### src/rtl/aqp_pkg.sv
// Shared types, constants and helper functions of the quadrature allpass pair.
// No dependencies; every other file in rtl/ imports this package.
`default_nettype none

package aqp_pkg;

   localparam int SAMPLE_WIDTH      = 16;
   localparam int INTERNAL_WIDTH    = 24;
   localparam int SECTIONS_PER_PATH = 4;

   localparam int COEF_WIDTH   = 16;
   localparam int COEF_FRAC    = 16;
   localparam int NUM_REGS     = 8;
   localparam int REG_IDX_W    = 3;
   localparam int REGS_PER_PATH = 4;
   localparam int CSR_ADDR_W   = 5;
   localparam int CSR_DATA_W   = 32;

   // Path select codes.
   localparam logic PATH_IN_PHASE   = 1'b0;
   localparam logic PATH_QUADRATURE = 1'b1;

   // Product of (x + y2) by the coefficient, and the difference after rounding.
   localparam int SUM_WIDTH  = INTERNAL_WIDTH + 1;
   localparam int PROD_WIDTH = SUM_WIDTH + COEF_WIDTH + 1;
   localparam int DIFF_WIDTH = PROD_WIDTH - COEF_FRAC + 1;

   localparam logic [0:NUM_REGS-1][COEF_WIDTH-1:0] COEF_RESET = '{
      16'd31418, 16'd57424, 16'd64002, 16'd65372,
      16'd10601, 16'd48040, 16'd61954, 16'd64920
   };

   // Word handed from one section cell to the next.
   typedef struct packed {
      logic                             valid;
      logic signed [INTERNAL_WIDTH-1:0] data;
   } aqp_link_type;

   // Register of a section; sections past the last register reuse it.
   function automatic logic [REG_IDX_W-1:0] coef_index(input logic path, input int k);
      int reg_k;
      reg_k = (k < REGS_PER_PATH - 1) ? k : REGS_PER_PATH - 1;
      return REG_IDX_W'(int'(path) * REGS_PER_PATH + reg_k);
   endfunction

   // Clamp a section difference to the internal width.
   function automatic logic signed [INTERNAL_WIDTH-1:0] sat_to_internal(
      input logic signed [DIFF_WIDTH-1:0] v);
      logic signed [DIFF_WIDTH-1:0] hi;
      logic signed [DIFF_WIDTH-1:0] lo;
      hi = {{(DIFF_WIDTH-INTERNAL_WIDTH+1){1'b0}}, {(INTERNAL_WIDTH-1){1'b1}}};
      lo = {{(DIFF_WIDTH-INTERNAL_WIDTH+1){1'b1}}, {(INTERNAL_WIDTH-1){1'b0}}};
      if (v > hi) begin
         return hi[INTERNAL_WIDTH-1:0];
      end else if (v < lo) begin
         return lo[INTERNAL_WIDTH-1:0];
      end
      return v[INTERNAL_WIDTH-1:0];
   endfunction

   // Clamp an internal value to the sample width.
   function automatic logic signed [SAMPLE_WIDTH-1:0] sat_to_sample(
      input logic signed [INTERNAL_WIDTH-1:0] v);
      logic signed [INTERNAL_WIDTH-1:0] hi;
      logic signed [INTERNAL_WIDTH-1:0] lo;
      hi = {{(INTERNAL_WIDTH-SAMPLE_WIDTH+1){1'b0}}, {(SAMPLE_WIDTH-1){1'b1}}};
      lo = {{(INTERNAL_WIDTH-SAMPLE_WIDTH+1){1'b1}}, {(SAMPLE_WIDTH-1){1'b0}}};
      if (v > hi) begin
         return hi[SAMPLE_WIDTH-1:0];
      end else if (v < lo) begin
         return lo[SAMPLE_WIDTH-1:0];
      end
      return v[SAMPLE_WIDTH-1:0];
   endfunction

endpackage

`default_nettype wire

### src/rtl/aqp_cell.sv
// One second-order allpass section: y = c*(x + y[t-2]) - x[t-2], with its history.
// Depends on aqp_pkg.
`default_nettype none

module aqp_cell import aqp_pkg::*; (
   input  wire logic                  clock,
   input  wire logic                  reset,
   input  wire aqp_link_type          link_in,
   input  wire logic [COEF_WIDTH-1:0] coef,
   output aqp_link_type               link_out
);

   localparam logic signed [PROD_WIDTH-1:0] ROUND_BIAS =
      PROD_WIDTH'(1) << (COEF_FRAC - 1);

   logic                             mul_busy_ff;
   logic                             link_valid_ff;
   logic signed [INTERNAL_WIDTH-1:0] link_data_ff;
   logic signed [PROD_WIDTH-1:0]     prod_ff;
   logic signed [PROD_WIDTH-1:0]     prod_in;
   logic signed [INTERNAL_WIDTH-1:0] x_hold_ff;
   logic signed [INTERNAL_WIDTH-1:0] x1_ff, x2_ff, y1_ff, y2_ff;

   logic signed [SUM_WIDTH-1:0]      sum;
   logic signed [COEF_WIDTH:0]       coef_s;
   logic signed [PROD_WIDTH-1:0]     rounded;
   logic signed [DIFF_WIDTH-1:0]     diff;
   logic signed [INTERNAL_WIDTH-1:0] y_sat;

   // First cycle: add and multiply.
   assign sum     = {link_in.data[INTERNAL_WIDTH-1], link_in.data}
                  + {y2_ff[INTERNAL_WIDTH-1], y2_ff};
   assign coef_s  = {1'b0, coef};
   assign prod_in = sum * coef_s;

   // Second cycle: round, drop the fraction, subtract x[t-2], clamp.
   assign rounded = prod_ff + ROUND_BIAS;
   assign diff    = {rounded[PROD_WIDTH-1], rounded[PROD_WIDTH-1:COEF_FRAC]}
                  - {{(DIFF_WIDTH-INTERNAL_WIDTH){x2_ff[INTERNAL_WIDTH-1]}}, x2_ff};
   assign y_sat   = sat_to_internal(diff);

   always_ff @(posedge clock) begin
      if (reset) begin
         mul_busy_ff   <= 1'b0;
         link_valid_ff <= 1'b0;
         x1_ff         <= '0;
         x2_ff         <= '0;
         y1_ff         <= '0;
         y2_ff         <= '0;
      end else begin
         mul_busy_ff   <= link_in.valid;
         link_valid_ff <= mul_busy_ff;
         if (mul_busy_ff) begin
            x2_ff <= x1_ff;
            x1_ff <= x_hold_ff;
            y2_ff <= y1_ff;
            y1_ff <= y_sat;
         end
      end
   end

   always_ff @(posedge clock) begin
      if (link_in.valid) begin
         prod_ff   <= prod_in;
         x_hold_ff <= link_in.data;
      end
      if (mul_busy_ff) begin
         link_data_ff <= y_sat;
      end
   end

   assign link_out.valid = link_valid_ff;
   assign link_out.data  = link_data_ff;

endmodule

`default_nettype wire
### config.mk
export PLATFORM = sky130hd
export DESIGN_NAME = aqp_cell
export DESIGN_NICKNAME = d
export VERILOG_FILES = /design/src/rtl/aqp_pkg.sv /design/src/rtl/aqp_cell.sv
export SDC_FILE = /design/constraint.sdc
export NUM_CORES = 1
export LEC_CHECK = 0
export BUFFER_PORTS_ARGS = -buffer_cell sky130_fd_sc_hd__buf_2
export CAP_MARGIN = 20
export CELL_PAD_IN_SITES_DETAIL_PLACEMENT = 0
export CELL_PAD_IN_SITES_GLOBAL_PLACEMENT = 1
export CORE_UTILIZATION = 29
export DETAILED_ROUTE_END_ITERATION = 8
export PLACE_DENSITY = 0.57
export SLEW_MARGIN = 20
export SYNTH_ARGS = -nofsm -noshare
export SYNTH_HDL_FRONTEND = slang
export SYNTH_SLANG_ARGS = --single-unit
export TNS_END_PERCENT = 30
### constraint.sdc
create_clock -name clock -period 9.3 [get_ports clock]
set_clock_uncertainty 0.1 [all_clocks]
set_input_delay 1.395 -clock clock [delete_from_list [all_inputs] [get_ports clock]]
set_output_delay 1.395 -clock clock [all_outputs]
set_load 0.05 [all_outputs]
Yosys cells after proc, flatten, opt, wreduce, memory -nomap -nowiden. Cells that the tools add are included.

Flip-flop bits (word level): 188. Bits in latches: 0. RAM bits: 0. Memory bits (read-only): 0. Input port bits: 43. Output and inout bits: 25. Word-level logic and storage cells: 20. Memories: 0.

Add/sub/neg operators: 3. $mul: 1. Divide/modulo/power cells: 0. Magnitude comparators: 2. Equal/unequal tests: 0. Shifts and indexed selects: 0. Multiplexer cells: 5. Bitwise logic cells: 0. Reduce and logical (&&, ||, !) cells: 0.

Operators with widths (count): 24-bit two-way mux (3); 42-bit by 17-bit adder with 42-bit output, second input constant (1); 25-bit by 17-bit multiplier with 42-bit output (1); 27-bit by 24-bit > comparator with 1-bit output, second input constant (1); 27-bit by 24-bit less-than comparator with 1-bit output, second input constant (1); 26-bit by 24-bit subtractor with 27-bit output (1); 24-bit by 24-bit adder with 25-bit output (1); 1-bit two-way mux (2).

Logic depth before layout (Yosys ltp).
Depth in word-level cells: 6. Gate-level depth with buffers: 35. Mapped depth without buffers: 35.

Worst setup path before layout. No wires, ideal clock.

Path type: input -> register. Start: input port link_in[0] (netlist bit). End: register prod_ff[33] (data pin). Data arrival time: 8.931 ns. Data required time: 8.938 ns. Setup slack: 0.006 ns. Cell stages on the path: 32. Buffers on the path: 1. Cells stage by stage: ha_1 fa_1 a21o_1 a21oi_1 o21a_1 o31a_1 a211o_1 a31oi_1 a21o_1 a21oi_1 xnor2_2 buf_2 nand2_1 fa_1 fa_1 inv_1 fa_1 fa_1 fa_1 inv_1 fa_1 inv_1 ha_1 a21o_1 a211oi_1 and3_1 a21oi_1 a22o_1 or2_1 a31oi_1 o21bai_1 xor2_1.

Cells in the longest elaborated chain, start to end: 2.

Ends and longest elaborated chain: from (decl) (RTL line aqp_cell.sv:8) `input wire aqp_link_type link_in,`; 24-bit by 24-bit adder with 25-bit output (RTL line aqp_cell.sv:32) `+ {y2_ff[INTERNAL_WIDTH-1], y2_ff};`; 25-bit by 17-bit multiplier with 42-bit output (RTL line aqp_cell.sv:34) `assign prod_in = sum * coef_s;`; via prod_in[33] (RTL line aqp_cell.sv:20) `logic signed [PROD_WIDTH-1:0] prod_in;`; to (signal assigned) (RTL line aqp_cell.sv:64) `prod_ff <= prod_in;`; to (decl) (RTL line aqp_cell.sv:19) `logic signed [PROD_WIDTH-1:0] prod_ff;`.

The timed path passes the listed nets, and every way through them passes these cells. A chain may end at the register's enable or synchronous reset.

Worst setup path in the final report.
Start: input port link_in[2] (netlist bit). End: register prod_ff[34] (data pin).

Same word-level chain as after synthesis.

==> impl_metrics.toml <==
[setup_path]
start_kind = "input pin"
reg2regPathDepth = 32
cp-end-kind = "flip-flop"
slowest_delay_ns = 0.55
arrival_ns = 9.11
critical_path.max_fanout = 6
worst_path_most_repeated_cell = "fa_1"
critPathSlowestCell = "fa_1"
path_class = "input pin to flip-flop"
rrSetupSlack_ns = 0.99
regToRegEndpoint = "prod_ff[34]"
crit_buf_inv = 8
required_ns = 9.46
crit_family = "adder cells"
r2r-start = "y2_ff[0]"

[route]
wl_per_cell_um = 16.4
wl_um = 59300
drcViolationCount = 0
firstDrtPassIters = 5
final_antenna_net_count = 0
viasPerCell = 4.44
num_vias = 16079
drtIter0Drc = 663

[logic_synthesis]
synthCells = 2412
async_flop_share_pct = 0
netlist_area_mm2 = 0.0225
synth_area_leaders = "fa_1 35%, edfxtp_1 10%, dfxtp_1 8.7%"
synth.distinct_cells = 60
synth_edf_count = 75
synth_largest_area_cell = "fa_1"
synthTopCellsByCount = "495 x inv_1, 391 x fa_1, 309 x nand2_1"
synth_ff_type = "dfxtp_1"
synth_seq_area_share_pct = 18.7
avgSynthCellArea_um2 = 9.34
netlist.area_leader.share_pct = 34.7
synth.most_common_cell = "inv_1"
synth.net_count = 2998
synth.yosys.warnings = 0
ys_seq_elements = 173

[min_path]
holdPathEnd = "x1_ff[9]"
hp-start = "x_hold_ff[9]"
min_path_cells = 2
min_path_type = "flip-flop to flip-flop"

[cells_and_area]
antenna_cells = 0
final_layout_size_suffix_gt1_share_pct = 12.6
syn_to_final_growth_pct = 15.3
fin_nets = 3163
final_util_pct = 34.0

[clocking]
hold_buffers = 0
clk_latency_ns = 0.45
clock-root-buffer = "clkbuf_16"
clock_sinks = 173
ctsLongestPathBuffers = 2
cts_tree = "yes"
htreeDepth = 4
cts_buffers = 17
path_clk_slew_ns = 0.07

[floorplanning]
chipHeight_um = 281
rows = 101
die_x_um = 281
ios = 68
core_area_mm2 = 0.0765
initial_core_util_pct = 29.5
die-area_mm2 = 0.0788

[sta]
fmax_ghz = 0.112
setup_violations = 0
rsz0062_at_grt = "true"
finalCriticalPeriod_ns = 8.95
worst_pin_slew_ns = 1.09
finalCritPeriodShare_pct = 96.3
timing.slew.headroom_pct = 27.2
slew_viol_final = 0
finalHoldViolCount = 0

[global_route]
overflow = 0
grt_max_degree = 94
met3_usage_pct = 1.50
grt_use_met2_pct = 26.0
grt.total_usage_pct = 15.6
grt_pass1_vias = 17528
grt_pass1_wl_um = 96700
met1_usage_pct = 22.1
antenna_found_initial = 3
top_usage_layer = "met2"

[placement]
port_buffers = 67
dp_hpwl_um = 48700
place.gp.congestion = 0.847

[outcome]
status = "complete, no violations"

[job]
max_cap_viol_count = 0
-- worst reg2reg max path, delay by kind of cell (launching register included) --
| kind | cells | cell delay [ns] |
|---|---|---|
| AO/OA/AOI/OAI | 13 | 2.64 |
| XOR/XNOR | 1 | 0.18 |
| adder cells (fa/ha/maj) | 9 | 3.84 |
| buffers and inverters | 6 | 0.49 |
| flip-flops | 1 | 0.39 |
| AND/OR/NAND/NOR | 3 | 0.49 |
-- registers in the layout, indices dropped and copies added (netlist names), 24 cells and up --
register and count:
x1_ff 24, link_data_ff 24, y1_ff 24, x2_ff 24, x_hold_ff 24, y2_ff 24
prod_ff 27
-- through the flow --
step / TNS [ns] / hold slack [ns] / cell area (um2) / worst slack [ns] / std cells
floorplan: 0 / 0.354 / 22500 / 0.00630 / 2412
global placement: -6.27 / 0.368 / 25100 / -0.640 / 3581
detailed placement: -6.46 / 0.374 / 25100 / -0.653 / 3581
CTS: 0 / 0.391 / 25700 / 0.0133 / 3613
global route: -0.0803 / 0.407 / 26000 / -0.0451 / 3620
finish: 0 / 0.388 / 26000 / 0.347 / 3620
-- routing by layer --
metal | wire [um] | vias to the layer above
met5 | 41 | -
met4 | 636 | 6
met3 | 1510 | 40
met2 | 27400 | 213
met1 | 29700 | 8108
li1 | - | 7712
-- placed cells by master (no fill, tap or decap), types with 13 or more instances in the layout --
cell	n
and3_1	15
buf_2	67
o21ai_1	14
mux2i_1	72
o21ai_0	25
edfxtp_1	75
nand3_1	22
o21a_1	14
nor2_1	144
ha_1	147
clkbuf_16	17
xnor2_1	67
fa_1	387
nand2_1	309
dfxtp_1	97
a21o_1	27
a211oi_1	23
buf_4	162
xor2_1	23
a21oi_1	55
nand4_1	13
inv_1	493
and2_1	168
-- cell type report --
class                      instances  area (um2)
inverter                         503        1890
clock inverter                    14         134
sequential                       173        4220
tap                             1030        1290
clock buffer                      18         439
timing repair buffer             240        1740
multi-input combinational       1642       16300
fill                            7782       50500
-- worst max path at each step --
| stage | start | endpoint | slack [ns] | cells past startpoint |
|---|---|---|---|---|
| 5_1_grt | link_in[2] | prod_ff[41] | -0.05 | 36 |
| 3_5_place_dp | link_in[7] | prod_ff[33] | -0.65 | 31 |
| 6_report | link_in[2] | prod_ff[34] | 0.35 | 33 |
| 4_1_cts | link_in[0] | prod_ff[41] | 0.01 | 32 |
| 2_1_floorplan | link_in[0] | prod_ff[33] | 0.006 | 32 |
| 3_3_place_gp | link_in[7] | prod_ff[33] | -0.64 | 31 |
-- repair_timing --
action                     CTS  global route
pin swaps                    0            33
setup endpoints to repair    8            10
gates resized for setup      4            37
buffers inserted             0             7
hold endpoints to repair     0             0
-- cell families (layout without fill, tap and decap cells) --
| family | Yosys count | in the layout | share of synthesized area (%) |
|---|---|---|---|
| compound gates | 221 | 221 | 6.57 |
| simple gates | 711 | 711 | 14.5 |
| fa+ha+maj | 543 | 543 | 43.2 |
| buf+inv | 597 | 775 | 10.1 |
| mux | 72 | 72 | 3.20 |
| xor+xnor | 95 | 95 | 3.73 |
| flops | 173 | 173 | 18.7 |
Power is not shown: default switching activity piles up to over one toggle a cycle in this logic, so the estimate is an artifact.
